--- config.mk ---
export PLATFORM = sky130hd
export DESIGN_NAME = scope_frame_crc16_packer
export DESIGN_NICKNAME = d
export VERILOG_FILES = /design/src/hdl/sfcp_pkg.sv /design/src/hdl/sfcp_front.sv /design/src/hdl/sfcp_queue.sv /design/src/hdl/sfcp_back.sv /design/src/hdl/scope_frame_crc16_packer.sv
export SDC_FILE = /design/constraint.sdc
export NUM_CORES = 1
export LEC_CHECK = 0
export BUFFER_PORTS_ARGS = -buffer_cell sky130_fd_sc_hd__buf_2
export CORE_ASPECT_RATIO = 0.75
export CORE_MARGIN = 10
export CORE_UTILIZATION = 60
export CTS_BUF_LIST = sky130_fd_sc_hd__clkbuf_16
export DETAILED_ROUTE_END_ITERATION = 8
export GPL_ROUTABILITY_DRIVEN = 1
export GPL_TIMING_DRIVEN = 0
export PLACE_DENSITY = 0.8
export SLEW_MARGIN = 20
export SYNTH_ARGS = -nofsm -noshare
export SYNTH_HDL_FRONTEND = slang
export SYNTH_SLANG_ARGS = --single-unit
--- constraint.sdc ---
create_clock -name i_clk -period 6.92 [get_ports i_clk]
set_clock_uncertainty 0.15 [all_clocks]
set_input_delay 1.384 -clock i_clk [delete_from_list [all_inputs] [get_ports i_clk]]
set_output_delay 1.384 -clock i_clk [all_outputs]
set_load 0.05 [all_outputs]
--- src/hdl/sfcp_pkg.sv ---
// ----------------------------------------------------------------------------
// sfcp_pkg
// Shared types, constants and the crc byte fold for the frame packer.
// ----------------------------------------------------------------------------
package sfcp_pkg;

    // frame and crc constants
    localparam int          CHANNELS_DEF = 4;
    localparam logic [15:0] CRC_INIT     = 16'hFFFF;
    localparam logic [15:0] CRC_POLY     = 16'hA001;

    // depth of the queue between front and back
    localparam int Q_DEPTH = 2;
    localparam int Q_CNT_W = $clog2(Q_DEPTH + 1);

    // one classified sample on its way to the back end
    typedef struct packed {
        logic [15:0] sample;
        logic        last;
    } t_item;

    // queue status seen by front, back and top
    typedef struct packed {
        logic               full;
        logic               empty;
        logic [Q_CNT_W-1:0] count;
    } t_q_status;

    // byte phases of the back end sequencer
    typedef enum logic [3:0] {
        PH_LO     = 4'b0001,
        PH_HI     = 4'b0010,
        PH_CRC_LO = 4'b0100,
        PH_CRC_HI = 4'b1000
    } t_phase;

    // fold one byte into a reflected crc-16, one bit per step
    function automatic logic [15:0] crc_fold(input logic [15:0] crc, input logic [7:0] b);
        logic [15:0] c;
        c = crc ^ {8'h00, b};
        for (int k = 0; k < 8; k++) begin
            if (c[0]) begin
                c = (c >> 1) ^ CRC_POLY;
            end else begin
                c = c >> 1;
            end
        end
        return c;
    endfunction

endpackage

--- src/hdl/sfcp_front.sv ---
// ----------------------------------------------------------------------------
// sfcp_front
// Accepts samples, counts them within the frame and marks the last one.
// ----------------------------------------------------------------------------
module sfcp_front #(
    parameter int CHANNELS = sfcp_pkg::CHANNELS_DEF
) (
    input  logic                i_clk,
    input  logic                i_rst_n,
    input  logic                i_push,
    input  logic [15:0]         i_sample,
    input  sfcp_pkg::t_q_status i_q_status,
    output logic                o_full,
    output logic                o_q_push,
    output sfcp_pkg::t_item     o_q_item
);

    localparam int IDX_W = (CHANNELS > 1) ? $clog2(CHANNELS) : 1;
    localparam logic [IDX_W:0] LAST_IDX = (IDX_W + 1)'(CHANNELS - 1);

    logic [IDX_W-1:0] r_idx;
    logic [IDX_W-1:0] n_idx;
    logic             last;
    logic             xfer;

    // input transfer whenever the queue has room
    assign o_full   = i_q_status.full;
    assign xfer     = i_push && !i_q_status.full;
    assign o_q_push = xfer;

    // classify: at or past the last channel closes the frame
    assign last = ({1'b0, r_idx} >= LAST_IDX);

    assign o_q_item.sample = i_sample;
    assign o_q_item.last   = last;

    // sample counter within the frame
    always_comb begin
        n_idx = r_idx;
        if (xfer) begin
            n_idx = last ? '0 : r_idx + 1'b1;
        end
    end

    always_ff @(posedge i_clk) begin
        if (!i_rst_n) begin
            r_idx <= '0;
        end else begin
            r_idx <= n_idx;
        end
    end

endmodule

--- src/hdl/sfcp_queue.sv ---
// ----------------------------------------------------------------------------
// sfcp_queue
// Two-slot shift queue decoupling the front end from the byte sequencer.
// ----------------------------------------------------------------------------
module sfcp_queue (
    input  logic                i_clk,
    input  logic                i_rst_n,
    input  logic                i_push,
    input  sfcp_pkg::t_item     i_item,
    input  logic                i_pop,
    output sfcp_pkg::t_item     o_head,
    output sfcp_pkg::t_q_status o_status
);

    logic            r_v0;
    logic            r_v1;
    logic            n_v0;
    logic            n_v1;
    sfcp_pkg::t_item r_s0;
    sfcp_pkg::t_item r_s1;
    sfcp_pkg::t_item n_s0;
    sfcp_pkg::t_item n_s1;

    assign o_head         = r_s0;
    assign o_status.full  = r_v1;
    assign o_status.empty = !r_v0;
    assign o_status.count = sfcp_pkg::Q_CNT_W'({1'b0, r_v0} + {1'b0, r_v1});

    // slot 0 is the head, slot 1 waits behind it
    always_comb begin
        n_v0 = r_v0;
        n_v1 = r_v1;
        n_s0 = r_s0;
        n_s1 = r_s1;
        if (i_pop && i_push) begin
            if (r_v1) begin
                n_s0 = r_s1;
                n_s1 = i_item;
            end else begin
                n_s0 = i_item;
            end
        end else if (i_pop) begin
            n_s0 = r_s1;
            n_v0 = r_v1;
            n_v1 = 1'b0;
        end else if (i_push) begin
            if (!r_v0) begin
                n_s0 = i_item;
                n_v0 = 1'b1;
            end else begin
                n_s1 = i_item;
                n_v1 = 1'b1;
            end
        end
    end

    always_ff @(posedge i_clk) begin
        if (!i_rst_n) begin
            r_v0 <= 1'b0;
            r_v1 <= 1'b0;
        end else begin
            r_v0 <= n_v0;
            r_v1 <= n_v1;
        end
    end

    // payload slots, no reset
    always_ff @(posedge i_clk) begin
        r_s0 <= n_s0;
        r_s1 <= n_s1;
    end

endmodule

--- src/hdl/sfcp_back.sv ---
// ----------------------------------------------------------------------------
// sfcp_back
// Byte sequencer: sends sample bytes, folds them into the crc, closes frames.
// ----------------------------------------------------------------------------
module sfcp_back (
    input  logic                i_clk,
    input  logic                i_rst_n,
    input  sfcp_pkg::t_item     i_head,
    input  sfcp_pkg::t_q_status i_q_status,
    output logic                o_q_pop,
    input  logic                i_pop,
    output logic                o_empty,
    output logic [7:0]          o_out_byte,
    output logic                o_frame_end
);

    sfcp_pkg::t_phase r_phase;
    sfcp_pkg::t_phase n_phase;
    logic [15:0]      r_crc;
    logic [15:0]      n_crc;
    logic             r_out_valid;
    logic             n_out_valid;
    logic [7:0]       r_out_byte;
    logic [7:0]       n_out_byte;
    logic             r_out_end;
    logic             n_out_end;
    logic             load;

    assign o_empty     = !r_out_valid;
    assign o_out_byte  = r_out_byte;
    assign o_frame_end = r_out_end;

    // a byte is loaded when work waits and the output register is free
    assign load = !i_q_status.empty && (!r_out_valid || i_pop);

    // phase sequencer and crc update
    always_comb begin
        n_phase    = r_phase;
        n_crc      = r_crc;
        n_out_byte = r_out_byte;
        n_out_end  = r_out_end;
        o_q_pop    = 1'b0;
        if (load) begin
            case (r_phase)
                sfcp_pkg::PH_LO: begin
                    n_out_byte = i_head.sample[7:0];
                    n_out_end  = 1'b0;
                    n_crc      = sfcp_pkg::crc_fold(r_crc, i_head.sample[7:0]);
                    n_phase    = sfcp_pkg::PH_HI;
                end
                sfcp_pkg::PH_HI: begin
                    n_out_byte = i_head.sample[15:8];
                    n_out_end  = 1'b0;
                    n_crc      = sfcp_pkg::crc_fold(r_crc, i_head.sample[15:8]);
                    if (i_head.last) begin
                        n_phase = sfcp_pkg::PH_CRC_LO;
                    end else begin
                        n_phase = sfcp_pkg::PH_LO;
                        o_q_pop = 1'b1;
                    end
                end
                sfcp_pkg::PH_CRC_LO: begin
                    n_out_byte = r_crc[7:0];
                    n_out_end  = 1'b0;
                    n_phase    = sfcp_pkg::PH_CRC_HI;
                end
                sfcp_pkg::PH_CRC_HI: begin
                    n_out_byte = r_crc[15:8];
                    n_out_end  = 1'b1;
                    n_crc      = sfcp_pkg::CRC_INIT;
                    n_phase    = sfcp_pkg::PH_LO;
                    o_q_pop    = 1'b1;
                end
                default: begin
                    n_phase = sfcp_pkg::PH_LO;
                end
            endcase
        end
    end

    // output register valid flag
    always_comb begin
        n_out_valid = r_out_valid;
        if (load) begin
            n_out_valid = 1'b1;
        end else if (i_pop) begin
            n_out_valid = 1'b0;
        end
    end

    always_ff @(posedge i_clk) begin
        if (!i_rst_n) begin
            r_phase     <= sfcp_pkg::PH_LO;
            r_crc       <= sfcp_pkg::CRC_INIT;
            r_out_valid <= 1'b0;
        end else begin
            r_phase     <= n_phase;
            r_crc       <= n_crc;
            r_out_valid <= n_out_valid;
        end
    end

    // output payload, no reset
    always_ff @(posedge i_clk) begin
        r_out_byte <= n_out_byte;
        r_out_end  <= n_out_end;
    end

endmodule

--- src/hdl/scope_frame_crc16_packer.sv ---
// ----------------------------------------------------------------------------
// scope_frame_crc16_packer
// Packs frames of 16-bit samples into bytes with a trailing modbus crc-16.
// ----------------------------------------------------------------------------
//  channel   ports                        direction  width
//  sample    i_push / o_full, i_sample    in         16 signed
//  result    o_empty / i_pop, o_out_byte  out        8
//            o_frame_end                  out        1
//
//  The byte sequencer puts out one byte per cycle while bytes are popped and
//  samples wait: a sample gives two bytes, the last sample of a frame four (two data bytes, two crc bytes).
//  A two-slot queue between front and sequencer lets samples be taken while
//  bytes are still going out; push stalls only when that queue is full.
//  Synchronous reset clears crc, phase, frame counter and the valid flags of queue and output register.
//  A stalled pop holds the byte on the output ports.
// ----------------------------------------------------------------------------
module scope_frame_crc16_packer #(
    parameter int CHANNELS = sfcp_pkg::CHANNELS_DEF
) (
    input  logic        i_clk,
    input  logic        i_rst_n,
    input  logic        i_push,
    output logic        o_full,
    input  logic [15:0] i_sample,
    output logic        o_empty,
    input  logic        i_pop,
    output logic [7:0]  o_out_byte,
    output logic        o_frame_end
);

    sfcp_pkg::t_item     q_item;
    sfcp_pkg::t_item     q_head;
    sfcp_pkg::t_q_status q_status;
    logic                q_push;
    logic                q_pop;

    // front end: accept and classify
    sfcp_front #(
        .CHANNELS (CHANNELS)
    ) u_front (
        .i_clk      (i_clk),
        .i_rst_n    (i_rst_n),
        .i_push     (i_push),
        .i_sample   (i_sample),
        .i_q_status (q_status),
        .o_full     (o_full),
        .o_q_push   (q_push),
        .o_q_item   (q_item)
    );

    // decoupling queue
    sfcp_queue u_queue (
        .i_clk    (i_clk),
        .i_rst_n  (i_rst_n),
        .i_push   (q_push),
        .i_item   (q_item),
        .i_pop    (q_pop),
        .o_head   (q_head),
        .o_status (q_status)
    );

    // back end: byte sequencer
    sfcp_back u_back (
        .i_clk       (i_clk),
        .i_rst_n     (i_rst_n),
        .i_head      (q_head),
        .i_q_status  (q_status),
        .o_q_pop     (q_pop),
        .i_pop       (i_pop),
        .o_empty     (o_empty),
        .o_out_byte  (o_out_byte),
        .o_frame_end (o_frame_end)
    );

    // no push into a full queue
    a_no_push_full: assert property (@(posedge i_clk) disable iff (!i_rst_n)
        q_push |-> !q_status.full)
        else $error("push into full queue");

    // no pop from an empty queue
    a_no_pop_empty: assert property (@(posedge i_clk) disable iff (!i_rst_n)
        q_pop |-> !q_status.empty)
        else $error("pop from empty queue");

    // second slot is only occupied behind a valid head
    a_slot_order: assert property (@(posedge i_clk) disable iff (!i_rst_n)
        q_status.full |-> !q_status.empty)
        else $error("queue slot order broken");

    // an accepted sample with no pop in the same cycle raises the queue count next cycle
    a_count_grows: assert property (@(posedge i_clk) disable iff (!i_rst_n)
        (q_push && !q_pop) |=> (q_status.count == $past(q_status.count) + 2'd1))
        else $error("queue count did not grow on push");

endmodule
# After elaboration in Yosys (flattened, before gate mapping)
# Index checks and enable logic that the tools add are counted.
# word_totals
wordCells	133
reg_bits	68
in_bits	20
# op_classes
mux	70
n_eq_ne	7
n_lt_le_gt_ge	1
bitwise_logic	19
addsub	1
reduce_logical	23
# ops
cell	n
$mux W16	44
$mux W17	10
$not A2 Y3	16
$pmux W16 S3	1
$pmux W8 S4	1
$xor A16 B8 Y16	2
$pmux W4 S3	1
$reduce_bool A2 Y1	6
$reduce_and A2 Y1	5
$mux W1	9
$reduce_bool A3 Y1	2
$eq A4 B1 Y1 const B	1
$eq A4 B2 Y1 const B	1
$eq A4 B3 Y1 const B	1
$eq A4 B4 Y1 const B	1
$pmux W1 S2	2
$reduce_and A4 Y1	1
$reduce_bool A4 Y1	1
$logic_and A1 B1 Y1	3
$mux W3	1
$ne A3 B2 Y1 const B	1
$reduce_and A3 Y1	1
$reduce_or A3 Y1	1
$add A2 B1 Y2 const B	1
7 further kinds	8

# Depth between registers and ports, before layout
# Gate-level depths: netlist of the first run.
# depth
ltp_word	32
ltp_mapped	11
mapped_depth_nobuf	8

# Modules after synthesis
# Synthesis of the first run repeated with hierarchy kept, for this count alone.
# hier_totals
cells_unflattened	329
hier_area_um2	3769.9
# modules_own_cells
module	n_inst	cells_per_inst	area_per_inst_um2
sfcp_back	1	224	2039.5
sfcp_queue	1	78	1492.7
sfcp_front	1	27	237.7

# Least setup slack after synthesis of the first run
# Ideal clock, no wire load.
# synth_timing
kind	input to register
startpoint	input port i_pop
endpoint	register u_queue.r_s1[0] in the netlist's numbering (enable)
path_stages	6
setup_slack_ns	2.372
required_time_ns	6.335
path_buffers	0
t_arrival_ns	3.963
path_cell_list	nand2b_1 and2_1 o21ai_2 inv_1 ha_1 nor4_1
# synth_between
elab_chain_len	6
# synth_rtl
item	line_no	source
start, declared	scope_frame_crc16_packer.sv:26	input logic i_pop,
$logic_or A1 B1 Y1 (*)	sfcp_back.sv:34	assign load = !i_q_status.empty && (!r_out_valid || i_pop);
$logic_and A1 B1 Y1 (*)	sfcp_back.sv:34	
$mux W1 (*)	sfcp_back.sv:43	if (load) begin
$logic_and A1 B1 Y1	sfcp_queue.sv:35	if (i_pop && i_push) begin
$ne A2 B1 Y1 (no line), or another cell as far along	--	
$reduce_and A4 Y1 (no line) (*)	--	
end signal, assigned	sfcp_queue.sv:70	r_s1 <= n_s1;
end, declared	sfcp_queue.sv:20	sfcp_pkg::t_item r_s1;
# Every way passes the cells marked *; elsewhere a longest branch is shown, timed or not.
# A chain may end at the register's enable or synchronous reset.

# Final worst setup path of the first run
# layout_timing
startpoint	input port i_pop
endpoint	register u_queue.r_s1[8] in the netlist's numbering (enable)
# The elaborated chain is that of the path after synthesis.

==> flow_summary.ini, run 1 <==
[status]
outcome = complete, no violations

[synth]
postSynth.asyncResetShare_pct = 0
synthMuxAreaShare_pct = 6.81
synth-compound-area-share_pct = 11.3
yosysMostFrequentCell = edfxtp_1
synthSimpleGateAreaFrac_pct = 11.8
yosys-top-cells-count = edfxtp_1 (43), nand2_1 (33), xnor2_1 (28)
synth_fa_ha_area_share_pct = 1.47
ys_types = 43
ys_dominant_reg_cell = edfxtp_1
yosysTopAreaCellShare_pct = 38.0
synth.area.top_cells = edfxtp_1 (38%), dfxtp_1 (15%), xnor2_1 (7.2%), nand2_1 (3.6%), mux2_1 (3.3%)
synth_top_family_by_area = XOR/XNOR gates
synth-seq-cells = 68
yosys.area.top_type = edfxtp_1
seq_area_frac_synth_pct = 52.7
synth_edf_count = 43
synthXorXnorAreaFrac_pct = 13.2
yosysWarningCount = 0
synth_nets = 315
postSynthCellCount = 291
syn_area_um2 = 3400
avgSynthCellArea_um2 = 11.7

[floorplan]
start_util_pct = 62.8
die_h_um = 85.2
rows = 23
core_um2 = 5410
ios = 31
fp.dieW_um = 107
dieArea_um2 = 9110

[layout]
ff_latch_area_um2 = 1790
fin_area_um2 = 4020
multi_input_area_um2 = 1530
antenna_cells = 0
drive_above_1_share_pct = 21.8
fin_nets = 359
area_delta_synth_final_pct = 18.1
fillers = 390

[global_routing]
grt_use_total_pct = 17.2
grt-ovfl-total = 0
grt_pass1_wl_um = 12200
grt_max_degree = 16
antenna_found_initial = 0
grt_pass1_vias = 2319

[worst_setup_path]
cp.required_ns = 6.80
setup.worst_path.end_class = flip-flop
critical_path_arrival_ns = 3.45
startpoint_type = primary input
crit_fanout = 8
path_class = primary input to flip-flop

[clock_network]
cts_tree = done
cts_buffers = 9
clock_sinks = 68
hold_buffers = 0
postCtsSetupBuffers = 0
cts_htree_levels = 3
clock_latency_ns = 0.34
ctsResizeCount = 0
clkTransAtPathRegs_ns = 0.06
cts_root_buf = clkbuf_16
clk_path_buf_depth = 2

[timing]
period_minus_slack_ns = 3.57
hold_violations = 0
rsz0062_at_grt = false
timing.setup.tns_ns = 0
slew_headroom_pct = 28.0
finalCritPeriodShare_pct = 51.5
tightest_slew_ns = 1.08
finalMaxSlewViolations = 0
clock.fmax_mhz = 280
finalSetupViolations = 0

[routing]
via_per_inst = 5.78
routedWlPerCell_um = 17.7
via_count = 2400
drc = 0
wl_um = 7350
postRouteAntennaNets = 0
first_pass_iters = 5
drt_iter0_drc = 193

[power_and_ir_drop]
switching_share_pct = 25.8
pwr_density_cell_nw_per_um2 = 309
netSwitchingPower_uw = 320
intPower_uw = 922
clkPwrFrac_pct = 42.1
power_leakage_nw = 1.57
pwr-share-seq_pct = 39.3
vdd_drop_max_uv = 233
combinationalPowerShare_pct = 18.6

[placement]
place_area_um2 = 3670
place.gp.congestion = 0.880
dp_hpwl_um = 5210
portBuffers = 30

[run]
maxCapViolCount = 0

[min_path]
hold_path.class = flip-flop to flip-flop
## stage by stage
step | utilization (%) | power, mW | std cells | hold slack, ns | setup slack [ns]
2_1_floorplan | - | 0.675 | 291 | 0.322 | 2.37
3_3_place_gp | 67.3 | 0.717 | 396 | 0.340 | 1.66
3_5_place_dp | 67.9 | 0.725 | 399 | 0.348 | 3.02
4_1_cts | 74.2 | 1.24 | 415 | 0.355 | 3.36
5_1_grt | 74.2 | 1.28 | 415 | 0.384 | 3.13
6_report | 74.2 | 1.24 | 415 | 0.354 | 3.35
## cell type report
class | count | area share (%)
Buffer | 16 | 1.84
Clock buffer | 9 | 5.61
Clock inverter | 7 | 2.90
Inverter | 5 | 0.467
Multi-Input combinational cell | 202 | 38.0
Sequential cell | 68 | 44.6
Tap cell | 75 | 2.34
Timing Repair Buffer | 33 | 4.27
## worst paths after layout
path / startpoint / to / slack (ns) / cells past startpoint
max: i_pop / u_queue.r_s1[8] / 3.35 / 9
min: u_back.r_crc[14] / u_back.r_crc[14] / 0.35 / 2
max reg2reg: u_back.r_phase[2] / u_back.o_out_byte[3] / 3.53 / 4
min reg2reg: u_back.r_crc[14] / u_back.r_crc[14] / 0.35 / 2
## metal layers
metal,up-vias,wire (µm),global-route usage (%)
met2,100,3280,25.5
met3,12,670,5.97
li1,1153,-,-
met1,1135,3280,22.5
met5,-,0,0
met4,0,116,6.99
## cells in the final DEF, fill, tap and decap left out, drive strengths merged, types with 5 or more instances in the layout
cell type	synthesis	layout
a222oi	8	8
xnor2	28	28
xnor3	5	5
a21oi	8	8
o22ai	7	7
edfxtp	43	43
nand2	33	33
clkbuf	11	20
mux2	17	17
inv	5	6
o21ai	13	13
nor2	22	22
nor3	7	7
buf	5	38
dfxtp	25	25
xor2	10	10
## flip-flops by register name, indices dropped and copies added, names as in the netlist
name and cells:
u_queue.r_v1 1, u_back.r_out_valid 1, u_queue.o_head 17, u_back.r_phase 4, u_back.o_out_byte 8, u_front.r_idx 2, u_back.o_frame_end 1, u_back.r_crc 16
u_queue.r_v0 1, u_queue.r_s1 17
## power groups by stage
stage / clock [mW] / combinational (mW) / sequential (mW)
floorplan: 0 / 0.169 / 0.506
global placement: 0 / 0.222 / 0.495
detailed placement: 0 / 0.229 / 0.496
CTS: 0.524 / 0.230 / 0.488
global route: 0.538 / 0.254 / 0.491
finish: 0.523 / 0.231 / 0.488
## logic make-up (layout without fill, tap and decap cells)
kind of cell    after synthesis  count (layout)
simple gates                 83              83
flops                        68              68
compound gates               51              51
xor+xnor                     43              43
mux                          21              21
buf+inv                      21              70
fa+ha+maj                     4               4
## critical path: stages
cell and delay [ns]:
buf_2 0.09, nand2b_1 0.15, and2_1 0.21, o21ai_2 0.19, inv_1 0.14, ha_1 0.27
nor4_2 0.48, buf_2 0.29, buf_2 0.23
No activity file was read; power rests on OpenSTA's default activity.
==> run 2: changes to the inputs <==
--- a/config.mk
+++ b/config.mk
@@ -8,12 +8,12 @@
 export BUFFER_PORTS_ARGS = -buffer_cell sky130_fd_sc_hd__buf_2
 export CORE_ASPECT_RATIO = 0.75
 export CORE_MARGIN = 10
-export CORE_UTILIZATION = 60
+export CORE_UTILIZATION = 53
 export CTS_BUF_LIST = sky130_fd_sc_hd__clkbuf_16
 export DETAILED_ROUTE_END_ITERATION = 8
 export GPL_ROUTABILITY_DRIVEN = 1
 export GPL_TIMING_DRIVEN = 0
-export PLACE_DENSITY = 0.8
+export PLACE_DENSITY = 0.75
 export SLEW_MARGIN = 20
 export SYNTH_ARGS = -nofsm -noshare
 export SYNTH_HDL_FRONTEND = slang
==> constraint.sdc (replaced) <==
create_clock -name i_clk -period 3.2 [get_ports i_clk]
set_clock_uncertainty 0.15 [all_clocks]
set_input_delay 0.64 -clock i_clk [delete_from_list [all_inputs] [get_ports i_clk]]
set_output_delay 0.64 -clock i_clk [all_outputs]
set_load 0.05 [all_outputs]
==> run 2 against run 1 <==
  * Critical path depth increased by 2
  * Combinational power increased by 120%
  * Die area increased by 10%
  * Cell area increased by 0.56%
  * Sequential share of layout area decreased by 0.25 points
  * Power increased by 110%
  * First-iteration DRC count increased by 27%
  * Sequential cell count unchanged
  * Worst hold slack got worse by 0.0057 ns
  * Critical endpoint is now u_queue.o_head[10]
  * Largest cell class unchanged
  * Largest power group is now sequential cells
==> flow_summary.ini, run 2 (synthesis results as in run 1) <==
[timing]
whs_ns = 0.349
hold_violations = 0
finalCritPeriodShare_pct = 93.4
slew_headroom_pct = 40.5
rsz0062_at_grt = false
period_minus_slack_ns = 2.99
fin_ws_ns = 0.211
clock.fmax_mhz = 335
tightest_slew_ns = 0.889
finalMaxSlewViolations = 0
finalSetupViolations = 0

[worst_setup_path]
path_class = flip-flop to flip-flop
cp_slowest_stage_delay_ns = 0.52
worst_path_max_delay_cell = or4b_1
crit_fanout = 10
startpoint_type = flip-flop
cp_common_cell = buf_2
crit_chain = buf_2 > or4b_1 > buf_2 > nor2_2 > o21ai_2 > inv_2 > ha_4 > nand2_1 > o21ai_4 > buf_6 > mux2_1
critical_path_arrival_ns = 2.91
setup.worst_path.end_class = flip-flop
cp.required_ns = 3.12

[routing]
via_count = 2374
drt_iter0_drc = 246
first_pass_iters = 4
postRouteAntennaNets = 0
drc = 0
wl_um = 7580
routedWlPerCell_um = 18.0
via_per_inst = 5.65

[clock_network]
cts_htree_levels = 3
postCtsSetupBuffers = 0
cts_buffers = 9
ctsResizeCount = 3
cts_tree = done
clock_latency_ns = 0.33
clkTransAtPathRegs_ns = 0.05
cts_root_buf = clkbuf_16
hold_buffers = 0
clk_path_buf_depth = 2
clock_sinks = 68

[power_and_ir_drop]
power_leakage_nw = 1.55
intPower_mw = 1.92
pwr-share-seq_pct = 40.6
switching_share_pct = 26.5
vdd_drop_max_uv = 461
clkPwrFrac_pct = 39.9
pwr_density_cell_nw_per_um2 = 645
netSwitchingPower_uw = 692
combinationalPowerShare_pct = 19.5

[layout]
drive_above_1_share_pct = 22.4
fin_nets = 358
final_cell_mix = edfxtp_1 (43), buf_2 (34), nand2_1 (33)
antenna_cells = 0
fillers = 506
area_delta_synth_final_pct = 18.8
layout_commonest_cell = edfxtp_1

[global_routing]
grt_pass1_wl_um = 12500
antenna_found_initial = 0
grt_use_total_pct = 15.8
grt_pass1_vias = 2376
grt-ovfl-total = 0
grt_max_degree = 16

[floorplan]
start_util_pct = 54.3
core_um2 = 6260
fp.dieW_um = 112
ios = 31
die_h_um = 89.4
dieArea_um2 = 10100
rows = 25

[placement]
place.gp.congestion = 0.903
dp_hpwl_um = 5220
portBuffers = 30
dp_slack_ns = -0.272

[run]
maxCapViolCount = 0

[status]
outcome = complete, no violations

[min_path]
hold_path.class = primary input to flip-flop
run 2: critical path: cells and delay by family (launching register included):
| family | cells | cell delay [ns] |
|---|---|---|
| AOI/OAI and AO/OA | 2 | 0.30 |
| muxes | 1 | 0.34 |
| buffers and inverters | 4 | 0.76 |
| DFF | 1 | 0.29 |
| and+or+nand+nor | 3 | 0.72 |
| adders and majority gates | 1 | 0.18 |
run 2: through the flow:
| step | instances | cell area [µm²] | util, % | power, mW | TNS (ns) |
|---|---|---|---|---|---|
| 2_1_floorplan | 291 | 3410 | - | 1.46 | 0 |
| 3_3_place_gp | 402 | 3660 | 58.5 | 1.55 | -11.67 |
| 3_5_place_dp | 404 | 3690 | 59.0 | 1.57 | -2.66 |
| 4_1_cts | 420 | 4030 | 64.4 | 2.62 | 0 |
| 5_1_grt | 420 | 4040 | 64.6 | 2.72 | 0 |
| 6_report | 420 | 4040 | 64.6 | 2.61 | 0 |
run 2: power groups by stage:
stage               registers [mW]  logic [mW]  clock network [mW]
finish                        1.06       0.509                1.04
global placement              1.07       0.478                   0
detailed placement            1.07       0.499                   0
global route                  1.06       0.559                1.10
floorplan                     1.09       0.366                   0
CTS                           1.06       0.506                1.06
run 2: worst paths after layout:
kind                             end  cells after the start         startpoint  slack (ns)
setup reg to reg  u_queue.o_head[10]                     11  u_back.r_phase[0]        0.21
setup / recovery  u_queue.o_head[10]                     11  u_back.r_phase[0]        0.21
hold reg to reg     u_back.r_crc[15]                      2   u_back.r_crc[15]        0.36
hold / removal      u_queue.r_s1[14]                      1       i_sample[13]        0.35
run 2: cell type report:
| cell class | count | area, µm² | area share (%) |
|---|---|---|---|
| Sequential cell | 68 | 1790 | 44.4 |
| Multi-Input combinational cell | 202 | 1570 | 38.8 |
| Clock buffer | 9 | 225 | 5.58 |
| Timing Repair Buffer | 32 | 169 | 4.18 |
| Tap cell | 81 | 101 | 2.51 |
| Clock inverter | 7 | 91.3 | 2.26 |
| Buffer | 16 | 73.8 | 1.83 |
| Inverter | 5 | 18.8 | 0.465 |
run 2: per-layer routing:
layer / vias to the layer above / wire, µm / track usage, %
li1: 1157 / - / -
met1: 1105 / 3540 / 21.1
met2: 103 / 3370 / 24.3
met3: 9 / 595 / 5.23
met4: 0 / 63 / 4.14
met5: - / 0 / 0
